[src/hw/rtl/rrts_pkg.sv]
package rrts_pkg;

    localparam int MAX_PROCS = 16;
    localparam int IDX_W     = (MAX_PROCS > 1) ? $clog2(MAX_PROCS) : 1;
    localparam int CNT_W     = $clog2(MAX_PROCS + 1);

    localparam int TIME_W     = 16;
    localparam int QUANTUM_W  = 8;
    localparam int PC_W       = 5;
    localparam int SLOT_W     = 4;
    localparam int CFG_IDX_W  = 2;
    localparam int CFG_DATA_W = 8;

    localparam logic [CFG_IDX_W-1:0] CFG_QUANTUM    = 2'd0;
    localparam logic [CFG_IDX_W-1:0] CFG_PROC_COUNT = 2'd1;

    localparam logic FUNC_LOAD = 1'b0;
    localparam logic FUNC_TICK = 1'b1;

    typedef struct packed {
        logic load;
        logic start;
        logic mod_step;
        logic scan_step;
        logic decide;
    } t_dp_cmd;

    typedef struct packed {
        logic pos_ge_n;
        logic scan_last;
        logic out_busy;
    } t_dp_sts;

endpackage

[src/hw/rtl/rrts_in_if.sv]
interface rrts_in_if;
    logic                        valid;
    logic                        ready;
    logic                        func;
    logic [rrts_pkg::SLOT_W-1:0] slot;
    logic [rrts_pkg::TIME_W-1:0] arrival;
    logic [rrts_pkg::TIME_W-1:0] burst;

    modport source (output valid, func, slot, arrival, burst, input ready);
    modport sink   (input valid, func, slot, arrival, burst, output ready);
endinterface

[src/hw/rtl/rrts_out_if.sv]
interface rrts_out_if;
    logic                        valid;
    logic                        ready;
    logic [rrts_pkg::SLOT_W-1:0] running_slot;
    logic                        idle;
    logic                        all_done;

    modport source (output valid, running_slot, idle, all_done, input ready);
    modport sink   (input valid, running_slot, idle, all_done, output ready);
endinterface

[src/hw/rtl/rrts_cfg_if.sv]
interface rrts_cfg_if;
    logic                            valid;
    logic                            ready;
    logic [rrts_pkg::CFG_IDX_W-1:0]  index;
    logic [rrts_pkg::CFG_DATA_W-1:0] data;

    modport source (output valid, index, data, input ready);
    modport sink   (input valid, index, data, output ready);
endinterface

[src/hw/rtl/rrts_ctrl.sv]
module rrts_ctrl (
    input  logic              i_clk,
    input  logic              i_rst_n,
    input  logic              i_in_valid,
    input  logic              i_in_func,
    output logic              o_in_ready,
    input  rrts_pkg::t_dp_sts i_sts,
    output rrts_pkg::t_dp_cmd o_cmd
);

    localparam logic [1:0] ST_IDLE   = 2'd0;
    localparam logic [1:0] ST_MOD    = 2'd1;
    localparam logic [1:0] ST_SCAN   = 2'd2;
    localparam logic [1:0] ST_DECIDE = 2'd3;

    logic [1:0] r_state;
    logic [1:0] n_state;
    logic       w_accept;

    assign o_in_ready = (r_state == ST_IDLE);
    assign w_accept   = i_in_valid && o_in_ready;

    always_comb begin
        n_state         = r_state;
        o_cmd           = '0;
        unique case (r_state)
            ST_IDLE: begin
                if (w_accept) begin
                    if (i_in_func == rrts_pkg::FUNC_TICK) begin
                        o_cmd.start = 1'b1;
                        n_state     = ST_MOD;
                    end else begin
                        o_cmd.load = 1'b1;
                    end
                end
            end
            ST_MOD: begin
                o_cmd.mod_step = 1'b1;
                if (!i_sts.pos_ge_n) begin
                    n_state = ST_SCAN;
                end
            end
            ST_SCAN: begin
                o_cmd.scan_step = 1'b1;
                if (i_sts.scan_last) begin
                    n_state = ST_DECIDE;
                end
            end
            ST_DECIDE: begin
                // hold until the previous result has been taken
                if (!i_sts.out_busy) begin
                    o_cmd.decide = 1'b1;
                    n_state      = ST_IDLE;
                end
            end
            default: n_state = ST_IDLE;
        endcase
    end

    always_ff @(posedge i_clk) begin
        if (!i_rst_n) begin
            r_state <= ST_IDLE;
        end else begin
            r_state <= n_state;
        end
    end

endmodule

[src/hw/rtl/rrts_datapath.sv]
module rrts_datapath (
    input  logic                              i_clk,
    input  logic                              i_rst_n,
    input  rrts_pkg::t_dp_cmd                 i_cmd,
    output rrts_pkg::t_dp_sts                 o_sts,
    input  logic [rrts_pkg::SLOT_W-1:0]       i_slot,
    input  logic [rrts_pkg::TIME_W-1:0]       i_arrival,
    input  logic [rrts_pkg::TIME_W-1:0]       i_burst,
    input  logic                              i_cfg_we,
    input  logic [rrts_pkg::CFG_IDX_W-1:0]    i_cfg_index,
    input  logic [rrts_pkg::CFG_DATA_W-1:0]   i_cfg_data,
    input  logic                              i_out_ready,
    output logic                              o_out_valid,
    output logic [rrts_pkg::SLOT_W-1:0]       o_out_slot,
    output logic                              o_out_idle,
    output logic                              o_out_done
);

    localparam int MAXP = rrts_pkg::MAX_PROCS;
    localparam int IW   = rrts_pkg::IDX_W;
    localparam int CW   = rrts_pkg::CNT_W;
    localparam int TW   = rrts_pkg::TIME_W;
    localparam int QW   = rrts_pkg::QUANTUM_W;

    logic [QW-1:0]               r_quantum;
    logic [rrts_pkg::PC_W-1:0]   r_proc_count;
    logic [TW-1:0]               r_arrival [MAXP];
    logic [TW-1:0]               r_remaining [MAXP];
    logic [TW-1:0]               r_now;
    logic [QW-1:0]               r_slice;
    logic [IW-1:0]               r_scan_pos;
    logic [IW-1:0]               r_pos;
    logic [IW-1:0]               r_cur;
    logic [CW-1:0]               r_cnt;
    logic                        r_any;
    logic                        r_found;
    logic [IW-1:0]               r_sel;
    logic [TW-1:0]               r_sel_rem;
    logic [TW-1:0]               r_cur_rem;
    logic                        r_out_valid;
    logic [rrts_pkg::SLOT_W-1:0] r_out_slot;
    logic                        r_out_idle;
    logic                        r_out_done;

    logic [CW-1:0] w_n;
    logic [IW-1:0] w_pos_next;
    logic [IW-1:0] w_cur_init;
    logic [IW-1:0] w_sel_next;
    logic [TW-1:0] w_rem;
    logic [TW-1:0] w_arr;
    logic          w_hit;
    logic          w_eligible;
    logic [QW-1:0] w_q;
    logic [QW-1:0] w_slice_new;
    logic          w_run_cont;
    logic          w_run_new;
    logic          w_run;
    logic [IW-1:0] w_run_slot;
    logic [TW-1:0] w_run_rem;
    logic          w_load_ok;

    // slots in use, clamped to 1..MAX_PROCS
    always_comb begin
        if (r_proc_count == '0) begin
            w_n = CW'(1);
        end else if (32'(r_proc_count) > MAXP) begin
            w_n = CW'(MAXP);
        end else begin
            w_n = CW'(r_proc_count);
        end
    end

    assign w_pos_next = (CW'(r_pos) + CW'(1) == w_n) ? '0 : r_pos + IW'(1);
    assign w_sel_next = (CW'(r_sel) + CW'(1) == w_n) ? '0 : r_sel + IW'(1);
    assign w_cur_init = (r_pos == '0) ? IW'(w_n - CW'(1)) : r_pos - IW'(1);

    assign w_rem      = r_remaining[r_pos];
    assign w_arr      = r_arrival[r_pos];
    assign w_hit      = (w_rem != '0);
    assign w_eligible = w_hit && (w_arr <= r_now);

    assign w_q         = (r_quantum == '0) ? QW'(1) : r_quantum;
    assign w_slice_new = (r_sel_rem < TW'(w_q)) ? QW'(r_sel_rem) : w_q;

    assign w_run_cont = r_any && (r_slice != '0) && (r_cur_rem != '0);
    assign w_run_new  = r_any && !w_run_cont && r_found;
    assign w_run      = w_run_cont || w_run_new;
    assign w_run_slot = w_run_cont ? r_cur : r_sel;
    assign w_run_rem  = w_run_cont ? r_cur_rem : r_sel_rem;

    assign w_load_ok = (32'(i_slot) < MAXP);

    assign o_sts.pos_ge_n  = (CW'(r_pos) >= w_n);
    assign o_sts.scan_last = (r_cnt == w_n - CW'(1));
    assign o_sts.out_busy  = r_out_valid && !i_out_ready;

    assign o_out_valid = r_out_valid;
    assign o_out_slot  = r_out_slot;
    assign o_out_idle  = r_out_idle;
    assign o_out_done  = r_out_done;

    always_ff @(posedge i_clk) begin
        if (!i_rst_n) begin
            r_quantum    <= QW'(1);
            r_proc_count <= rrts_pkg::PC_W'(1);
            for (int k = 0; k < MAXP; k++) begin
                r_remaining[k] <= '0;
            end
            r_now       <= '0;
            r_slice     <= '0;
            r_scan_pos  <= '0;
            r_out_valid <= 1'b0;
        end else begin
            if (i_cfg_we) begin
                unique case (i_cfg_index)
                    rrts_pkg::CFG_QUANTUM:    r_quantum    <= i_cfg_data;
                    rrts_pkg::CFG_PROC_COUNT: r_proc_count <= rrts_pkg::PC_W'(i_cfg_data);
                    default: ;
                endcase
            end

            if (i_cmd.load) begin
                if (w_load_ok) begin
                    r_remaining[IW'(i_slot)] <= i_burst;
                end
                r_now      <= '0;
                r_scan_pos <= '0;
                r_slice    <= '0;
            end

            if (i_cmd.decide) begin
                r_out_valid <= 1'b1;
                if (w_run) begin
                    r_remaining[w_run_slot] <= w_run_rem - TW'(1);
                end
                if (w_run_cont) begin
                    r_slice <= r_slice - QW'(1);
                end else if (w_run_new) begin
                    r_slice    <= w_slice_new - QW'(1);
                    r_scan_pos <= w_sel_next;
                end else begin
                    r_slice <= '0;
                end
                // advance time unless everything is finished; saturate
                if (r_any && (r_now != '1)) begin
                    r_now <= r_now + TW'(1);
                end
            end else if (i_out_ready) begin
                r_out_valid <= 1'b0;
            end
        end
    end

    // payload registers: arrival store, scan bookkeeping, result fields
    always_ff @(posedge i_clk) begin
        if (i_cmd.load && w_load_ok) begin
            r_arrival[IW'(i_slot)] <= i_arrival;
        end

        if (i_cmd.start) begin
            r_pos <= r_scan_pos;
        end

        if (i_cmd.mod_step) begin
            if (CW'(r_pos) >= w_n) begin
                r_pos <= IW'(CW'(r_pos) - w_n);
            end else begin
                r_cur     <= w_cur_init;
                r_cnt     <= '0;
                r_any     <= 1'b0;
                r_found   <= 1'b0;
                r_cur_rem <= '0;
            end
        end

        if (i_cmd.scan_step) begin
            if (w_hit) begin
                r_any <= 1'b1;
            end
            if (r_pos == r_cur) begin
                r_cur_rem <= w_rem;
            end
            if (!r_found && w_eligible) begin
                r_found   <= 1'b1;
                r_sel     <= r_pos;
                r_sel_rem <= w_rem;
            end
            r_pos <= w_pos_next;
            r_cnt <= r_cnt + CW'(1);
        end

        if (i_cmd.decide) begin
            r_out_slot <= w_run ? rrts_pkg::SLOT_W'(w_run_slot) : '0;
            r_out_idle <= r_any && !w_run;
            r_out_done <= !r_any;
        end
    end

endmodule

[src/hw/rtl/round_robin_time_slice.sv]
// Round-robin time-slice scheduler.
// Load request: no result; the next request is taken in the following cycle.
// Tick request: reduce the scan position below N (N = slots in use), scan the N slots, then
// decide, waiting while a previous result is not taken; no request is taken until then.
// Synchronous active-low reset sets quantum and slot count to one and clears remaining work,
// time, slice, scan position and output valid; arrival times and payload registers unset.
module round_robin_time_slice (
    input  logic       i_clk,
    input  logic       i_rst_n,
    rrts_in_if.sink    i_in,
    rrts_cfg_if.sink   i_cfg,
    rrts_out_if.source o_out
);

    rrts_pkg::t_dp_cmd w_cmd;
    rrts_pkg::t_dp_sts w_sts;

    assign i_cfg.ready = 1'b1;

    rrts_ctrl u_ctrl (
        .i_clk      (i_clk),
        .i_rst_n    (i_rst_n),
        .i_in_valid (i_in.valid),
        .i_in_func  (i_in.func),
        .o_in_ready (i_in.ready),
        .i_sts      (w_sts),
        .o_cmd      (w_cmd)
    );

    rrts_datapath u_dp (
        .i_clk       (i_clk),
        .i_rst_n     (i_rst_n),
        .i_cmd       (w_cmd),
        .o_sts       (w_sts),
        .i_slot      (i_in.slot),
        .i_arrival   (i_in.arrival),
        .i_burst     (i_in.burst),
        .i_cfg_we    (i_cfg.valid),
        .i_cfg_index (i_cfg.index),
        .i_cfg_data  (i_cfg.data),
        .i_out_ready (o_out.ready),
        .o_out_valid (o_out.valid),
        .o_out_slot  (o_out.running_slot),
        .o_out_idle  (o_out.idle),
        .o_out_done  (o_out.all_done)
    );

endmodule

[src/flat_wrapper.sv]
// flat-port wrapper written by rule: the top's interface ports become plain ports
module round_robin_time_slice_flat 
  (i_clk, i_rst_n, i_in_valid, i_in_func, i_in_slot, i_in_arrival, i_in_burst, i_in_ready, i_cfg_valid, i_cfg_index, i_cfg_data, i_cfg_ready, o_out_valid, o_out_running_slot, o_out_idle, o_out_all_done, o_out_ready);
  rrts_in_if i_in_i ();
  rrts_cfg_if i_cfg_i ();
  rrts_out_if o_out_i ();
  input  logic i_clk;
  input  logic i_rst_n;
  input wire logic [$bits(i_in_i.valid)-1:0] i_in_valid;
  input wire logic [$bits(i_in_i.func)-1:0] i_in_func;
  input wire logic [$bits(i_in_i.slot)-1:0] i_in_slot;
  input wire logic [$bits(i_in_i.arrival)-1:0] i_in_arrival;
  input wire logic [$bits(i_in_i.burst)-1:0] i_in_burst;
  output wire logic [$bits(i_in_i.ready)-1:0] i_in_ready;
  input wire logic [$bits(i_cfg_i.valid)-1:0] i_cfg_valid;
  input wire logic [$bits(i_cfg_i.index)-1:0] i_cfg_index;
  input wire logic [$bits(i_cfg_i.data)-1:0] i_cfg_data;
  output wire logic [$bits(i_cfg_i.ready)-1:0] i_cfg_ready;
  output wire logic [$bits(o_out_i.valid)-1:0] o_out_valid;
  output wire logic [$bits(o_out_i.running_slot)-1:0] o_out_running_slot;
  output wire logic [$bits(o_out_i.idle)-1:0] o_out_idle;
  output wire logic [$bits(o_out_i.all_done)-1:0] o_out_all_done;
  input wire logic [$bits(o_out_i.ready)-1:0] o_out_ready;
  assign i_in_i.valid = i_in_valid;
  assign i_in_i.func = i_in_func;
  assign i_in_i.slot = i_in_slot;
  assign i_in_i.arrival = i_in_arrival;
  assign i_in_i.burst = i_in_burst;
  assign i_in_ready = i_in_i.ready;
  assign i_cfg_i.valid = i_cfg_valid;
  assign i_cfg_i.index = i_cfg_index;
  assign i_cfg_i.data = i_cfg_data;
  assign i_cfg_ready = i_cfg_i.ready;
  assign o_out_valid = o_out_i.valid;
  assign o_out_running_slot = o_out_i.running_slot;
  assign o_out_idle = o_out_i.idle;
  assign o_out_all_done = o_out_i.all_done;
  assign o_out_i.ready = o_out_ready;
  round_robin_time_slice u_core (.i_clk(i_clk), .i_rst_n(i_rst_n), .i_in(i_in_i), .i_cfg(i_cfg_i), .o_out(o_out_i));
endmodule
[config.mk]
export PLATFORM = sky130hd
export DESIGN_NAME = round_robin_time_slice_flat
export DESIGN_NICKNAME = d
export VERILOG_FILES = /design/src/hw/rtl/rrts_pkg.sv /design/src/hw/rtl/rrts_in_if.sv /design/src/hw/rtl/rrts_out_if.sv /design/src/hw/rtl/rrts_cfg_if.sv /design/src/hw/rtl/rrts_ctrl.sv /design/src/hw/rtl/rrts_datapath.sv /design/src/hw/rtl/round_robin_time_slice.sv /design/src/flat_wrapper.sv
export SDC_FILE = /design/constraint.sdc
export NUM_CORES = 1
export LEC_CHECK = 0
export BUFFER_PORTS_ARGS = -buffer_cell sky130_fd_sc_hd__buf_2
export CORE_UTILIZATION = 57
export CTS_CLUSTER_DIAMETER = 100
export DETAILED_ROUTE_END_ITERATION = 7
export MAX_ROUTING_LAYER = met4
export PLACE_DENSITY = 0.78
export SLEW_MARGIN = 20
export SYNTH_ARGS = -nofsm -noshare
export SYNTH_HDL_FRONTEND = slang
export SYNTH_SLANG_ARGS = --single-unit
[constraint.sdc]
create_clock -name i_clk -period 5.25 [get_ports i_clk]
set_input_delay 0.525 -clock i_clk [delete_from_list [all_inputs] [get_ports i_clk]]
set_output_delay 0.525 -clock i_clk [all_outputs]
set_load 0.1 [all_outputs]
==> flow_summary.ini, run 1 <==
[yosys]
async_reset_ff_frac = 0
synth_top_flop_cell = edfxtp_1
netlist_area_sq_mm = 0.0279
yosysTopAreaCell = edfxtp_1
synth_area_leaders = edfxtp_1, mux4_2, dfxtp_1
syn_avg_cell_area_sq_um = 14.8
yosysMostFrequentCell = edfxtp_1
synth_common_cells = edfxtp_1, nor2_1, mux4_2
syn-instance-count = 1877
ys_types = 93
synth_top_area_frac = 0.589
seq_area_frac_synth = 0.637
ys_warn_count = 0
ys_ff_latch = 613
synth_nets = 1971
synth_edf_count = 547

[setup_path]
path_max_fanout = 16
r2r_start = u_core.u_dp.r_cur_rem[5]
cp_num_buf_inv = 0
start_kind = register
crit_type = register to register
slowest_delay_ns = 0.84
arrival_ns = 5.10
critical_path.top_delay_family = compound AO/OA/AOI/OAI gates
path_cells = nor4_2 > nand4b_1 > o21ai_2 > mux2i_1 > ha_1 > o21ai_2 > a2111oi_4 > xnor2_1 > mux2i_2 > nor2_1
slowest_stage = mux2i_2
cp_data_required_time_ns = 5.57
rrSetupSlack_ns = 0.47
cpMostUsedCell = o21ai_2
reg2regPathDepth = 10
crit_path_end_kind = register
r2r-end = u_core.u_dp.r_remaining[4][10]

[floorplanning]
initial_core_util = 0.581
die-area_sq_mm = 0.0498
io_pins = 61
die_w_um = 223
core_sq_mm = 0.0479
rows = 80
die_h_um = 223

[timing]
setup-tns-final_ns = 0
layout_min_cycle_time_ns = 4.78
tightest_slew_ns = 1.08
drv_slew = 0
rsz0062_at_grt = no
timing.fmax_ghz = 0.209
finalClockSkew_ns = 0.0246
hold_viol = 0
maxSlewHeadroom = 0.280
setup_viol = 0
timing.hold.ws_ns = 0.142
worst_slack_ns = 0.468
fin_crit_sh = 0.911

[placed_design]
numPlacedInstances = 2498
hpwl_um = 43800
portBuffers = 59
place_ws_ns = 0.589
postPlaceCellArea_sq_mm = 0.0289
routabilityCongestion = 0.961

[power]
internal-power_mw = 9.35
seqPwrFrac = 0.440
p_leak_nw = 10.4
power_mw = 13.2
p_per_area_mw_per_mm2 = 429
p_sw_mw = 3.88
ir_worst_vdd_v = 0.000298
power.combinational.fraction = 0.244
swShare = 0.293
p_clk_frac = 0.316

[routing]
drcViolationCount = 0
drt.antenna.violating_nets = 0
viasPerCell = 6.64
vias = 17326
first_pass_iters = 6
wire_per_inst_um = 27.0
drt_iter0_drc = 2305
routed_wirelength_um = 70500

[min_path]
min_to = u_core.u_dp.r_proc_count[0]
hold_class = input port to register
hold_depth = 3
hold_start = i_cfg_data[0]

[global_routing]
track_usage = 0.295
grt_pass1_vias = 17069
antenna_found_initial = 4
grt_max_degree = 50
globalRouteOverflowTotal = 0
grt_pass1_wl_um = 106000

[clocking]
clkTransAtPathRegs_ns = 0.06
cts_resized = 0
cts_tree = built
hold_buffers = 0
cts_max_level = 2
clk_latency_ns = 0.63
ctsRootBufferMaster = clkbuf_16
post_cts_buffers = 0
numCtsBuffers = 58
clockBufferDepth = 3
clock_sinks = 613

[outcome]
status = completed

[layout]
syn_to_final_growth_pct = 10.5
final_nets = 2037
stdcell_area_sq_mm = 0.0308
fin_util = 0.643
final_cells = 2610
layout-drive-gt1-share = 0.229

[flow_run]
cap_violations = 0
[cell type report]
cell class,instances,area (sq um)
diodes,3,7.51
clock buffers,70,1540
clock inverters,39,343
fillers,3225,17100
inverters,42,158
multi-input cells,1117,9540
flip-flops and latches,613,17800
well taps,615,769
repair buffers,111,698
[cell usage in the layout, fill, tap and decap left out, types with 12 or more instances in the layout]
cell type  count
nor2b_1       23
edfxtp_1     547
nand2_1      107
xnor2_1       25
xor2_1        18
mux4_2       160
ha_1          41
nor2_1       291
nand3_1       29
and2_1        13
nor4_1        12
clkbuf_16     59
buf_4         51
mux2i_1       32
nor3_1        26
a21oi_1       37
o21ai_0       57
buf_2         59
clkinv_2      15
nor2_2        34
dfxtp_1       62
inv_1         42
[state kept, by name, indices dropped and copies added (netlist names), 2 cells and up]
signal                    count
u_core.u_dp.r_cur             4
u_core.u_dp.r_proc_count      5
u_core.u_dp.r_remaining     256
u_core.u_dp.r_scan_pos        4
u_core.u_dp.r_pos             4
u_core.u_dp.r_sel_rem        16
u_core.u_dp.r_quantum         8
u_core.u_dp.r_cur_rem        16
u_core.u_dp.o_out_slot        4
u_core.u_dp.r_now            16
u_core.u_dp.r_arrival       256
u_core.u_dp.r_slice           8
u_core.u_dp.r_sel             4
u_core.u_dp.r_cnt             5
u_core.u_ctrl.r_state         2
[worst min-delay path, stage by stage]
cell	delay [ns]
buf_2	0.09
mux2i_1	0.06
nand2_1	0.06
[cell families after synthesis]
kind of cell / count (synthesis) / synth area share
other: 1 / 0.000135
buffers and inverters: 147 / 0.0232
multiplexers: 201 / 0.145
adder cells (fa/ha/maj): 42 / 0.0191
flip-flops: 613 / 0.637
AO/OA/AOI/OAI: 209 / 0.0548
AND/OR/NAND/NOR: 621 / 0.108
XOR/XNOR: 43 / 0.0135
[layer usage]
metal / share of wire / vias up / GRT usage
met2: 0.48 / 1102 / 0.466
met1: 0.38 / 8744 / 0.392
met4: 0.029 / 0 / 0.0930
met5: 0 / - / -
li1: - / 7337 / -
met3: 0.11 / 143 / 0.0558
[worst max path at each step]
stage / startpoint / endpoint / cells past startpoint
floorplan: u_core.u_dp.r_pos[0] / u_core.u_dp.r_sel[0] / 12
global placement: u_core.u_dp.r_cur_rem[5] / u_core.u_dp.r_remaining[12][10] / 10
detailed placement: u_core.u_dp.r_cur_rem[5] / u_core.u_dp.r_remaining[15][10] / 10
CTS: u_core.u_dp.r_pos[0] / u_core.u_dp.r_sel_rem[1] / 8
global route: u_core.u_dp.r_cur_rem[5] / u_core.u_dp.r_remaining[14][10] / 10
finish: u_core.u_dp.r_cur_rem[5] / u_core.u_dp.r_remaining[4][10] / 10
[power by group through the flow]
| stage | logic [mW] | registers [mW] | clock network (mW) |
|---|---|---|---|
| floorplan | 2.40 | 5.77 | 0 |
| CTS | 3.20 | 5.82 | 4.20 |
| global placement | 3.07 | 5.90 | 0 |
| detailed placement | 3.15 | 5.91 | 0 |
| global route | 3.42 | 5.84 | 4.36 |
| finish | 3.23 | 5.82 | 4.18 |
No activity file was read; power rests on OpenSTA's default activity.
==> run 2, diff against run 1 <==
--- a/config.mk
+++ b/config.mk
@@ -6,8 +6,9 @@
 export NUM_CORES = 1
 export LEC_CHECK = 0
 export BUFFER_PORTS_ARGS = -buffer_cell sky130_fd_sc_hd__buf_2
+export CORE_ASPECT_RATIO = 1.5
 export CORE_UTILIZATION = 57
-export CTS_CLUSTER_DIAMETER = 100
+export CTS_CLUSTER_DIAMETER = 60
 export DETAILED_ROUTE_END_ITERATION = 7
 export MAX_ROUTING_LAYER = met4
 export PLACE_DENSITY = 0.78
==> run 2 against run 1 <==
  * Combinational power hardly changed
  * First-iteration DRC count is 26% lower
  * Sequential power hardly changed
  * Die area hardly changed
  * Global-route usage is 1.2 points lower
  * Via count is 3.3% lower
  * Count of clock-buffer cells in the layout is 9 lower
  * Sequential cell count stayed put
  * Setup slack better by 0.13 ns
  * Hold slack better by 0.032 ns
  * Critical path type unchanged
  * Largest cell class unchanged
  * Largest power group unchanged
  * Highest routed layer unchanged
==> flow_summary.ini, run 2 (synthesis results as in run 1) <==
[outcome]
status = completed

[clocking]
cts_tree = built
hold_buffers = 0
clock_sinks = 613
post_cts_buffers = 0
clockBufferDepth = 3
numCtsBuffers = 55
ctsRootBufferMaster = clkbuf_16
clk_latency_ns = 0.60
cts_resized = 0
cts_max_level = 2
clkTransAtPathRegs_ns = 0.07

[timing]
maxSlewHeadroom = 0.311
rsz0062_at_grt = no
layout_min_cycle_time_ns = 4.65
finalClockSkew_ns = 0.0349
drv_slew = 0
timing.fmax_ghz = 0.215
setup_viol = 0
setup-tns-final_ns = 0
tightest_slew_ns = 1.03
hold_viol = 0
fin_crit_sh = 0.886

[min_path]
hold_start = i_cfg_data[0]
min_to = u_core.u_dp.r_quantum[0]
hold_class = input port to register
hold_depth = 3

[floorplanning]
initial_core_util = 0.581
die_w_um = 183
die-area_sq_mm = 0.0498
rows = 98
core_sq_mm = 0.0479
die_h_um = 273
io_pins = 61

[setup_path]
slowest_stage = o21ai_2
r2r-end = u_core.u_dp.r_remaining[10][10]
rrSetupSlack_ns = 0.60
path_cells = nor4_2 > nand4b_1 > o21ai_2 > mux2i_1 > ha_1 > o21ai_2 > a2111oi_4 > xnor2_1 > mux2i_2 > nor2_1
slowest_delay_ns = 0.81
arrival_ns = 4.94
critical_path.top_delay_family = compound AO/OA/AOI/OAI gates
path_max_fanout = 17
cp_num_buf_inv = 0
start_kind = register
crit_path_end_kind = register
crit_type = register to register
cpMostUsedCell = o21ai_2
reg2regPathDepth = 10
r2r_start = u_core.u_dp.r_cur_rem[5]
cp_data_required_time_ns = 5.54

[power]
ir_worst_vdd_v = 0.000321
p_leak_nw = 10.4
p_per_area_mw_per_mm2 = 433

[layout]
final_nets = 2031
fin_util = 0.645
syn_to_final_growth_pct = 11.0
final_cell_mix = edfxtp_1, nor2_1, mux4_2
layout-drive-gt1-share = 0.230
stdcell_area_sq_mm = 0.0309
final_common_cell = edfxtp_1
reg_top3 = u_core.u_dp.r_arrival x256, u_core.u_dp.r_remaining x256

[placed_design]
postPlaceCellArea_sq_mm = 0.0289
hpwl_um = 43800
portBuffers = 59
routabilityCongestion = 0.961

[routing]
vias = 16747
drt_iter0_drc = 1710
first_pass_iters = 5
drcViolationCount = 0
wire_per_inst_um = 25.5
routed_wirelength_um = 67200
viasPerCell = 6.36
drt.antenna.violating_nets = 0

[global_routing]
grt_max_degree = 66
grt_pass1_vias = 17215
track_usage = 0.283
globalRouteOverflowTotal = 0
grt_pass1_wl_um = 102000
antenna_found_initial = 2

[flow_run]
cap_violations = 0
-- run 2: cell count changes in the layout (fill, tap and decap cells not counted), sizes merged --
cell	delta
buf	-3
bufinv	+5
clkbuf	-9
clkinv	-1
clkinvlp	-2
diode	-1
-- run 2: per-stage QoR --
| stage | std cells | total power, mW | hold WS [ns] | setup WS [ns] |
|---|---|---|---|---|
| after floorplan | 1877 | 8.17 | 0.429 | 0.0676 |
| after global placement | 2530 | 9.00 | 0.462 | 0.802 |
| after detailed placement | 2530 | 9.10 | 0.486 | 0.703 |
| after CTS | 2632 | 13.4 | 0.152 | 0.654 |
| after global routing | 2634 | 13.8 | 0.173 | 0.326 |
| final | 2634 | 13.4 | 0.174 | 0.598 |
-- run 2: final cells by class --
| class | instances | area, sq um |
|---|---|---|
| clock inverters | 41 | 508 |
| flip-flops and latches | 613 | 17800 |
| repair buffers | 108 | 688 |
| well taps | 650 | 813 |
| diodes | 2 | 5.00 |
| fillers | 3286 | 17000 |
| multi-input cells | 1117 | 9540 |
| inverters | 42 | 158 |
| clock buffers | 61 | 1460 |
-- run 2: worst max path at each step --
stage	from	to	slack (ns)	cells after the start
2_1_floorplan	u_core.u_dp.r_pos[0]	u_core.u_dp.r_sel[0]	0.07	12
3_3_place_gp	u_core.u_dp.r_pos[0]	u_core.u_dp.r_sel_rem[4]	0.80	10
3_5_place_dp	u_core.u_dp.r_cur_rem[2]	u_core.u_dp.r_remaining[6][10]	0.70	10
4_1_cts	u_core.u_dp.r_cur_rem[2]	u_core.u_dp.r_remaining[10][10]	0.65	10
5_1_grt	u_core.u_dp.r_cur_rem[2]	u_core.u_dp.r_remaining[10][10]	0.33	10
6_report	u_core.u_dp.r_cur_rem[5]	u_core.u_dp.r_remaining[10][10]	0.60	10
-- run 2: layer usage --
| layer | wire length [um] | vias up | part of all wire | GRT usage |
|---|---|---|---|---|
| li1 | - | 7312 | - | - |
| met1 | 24100 | 8441 | 0.36 | 0.324 |
| met2 | 34900 | 771 | 0.52 | 0.485 |
| met3 | 4230 | 223 | 0.063 | 0.0361 |
| met4 | 3930 | 0 | 0.059 | 0.156 |
| met5 | 0 | - | 0 | - |
-- run 2: where the power goes --
| group | total [mW] | switching (mW) | internal, mW |
|---|---|---|---|
| Combinational | 3.21 | 1.76 | 1.45 |
| Clock | 4.35 | 1.83 | 2.52 |
| Sequential | 5.83 | 0.275 | 5.56 |
| Total | 13.4 | 3.87 | 9.52 |
-- run 2: worst reg2reg max path, cell delays in order, from the launching register on --
cell,delay [ns]
dfxtp_1,0.38
nor4_2,0.50
nand4b_1,0.36
o21ai_2,0.81
mux2i_1,0.33
ha_1,0.29
o21ai_2,0.18
a2111oi_4,0.47
xnor2_1,0.17
mux2i_2,0.77
nor2_1,0.09
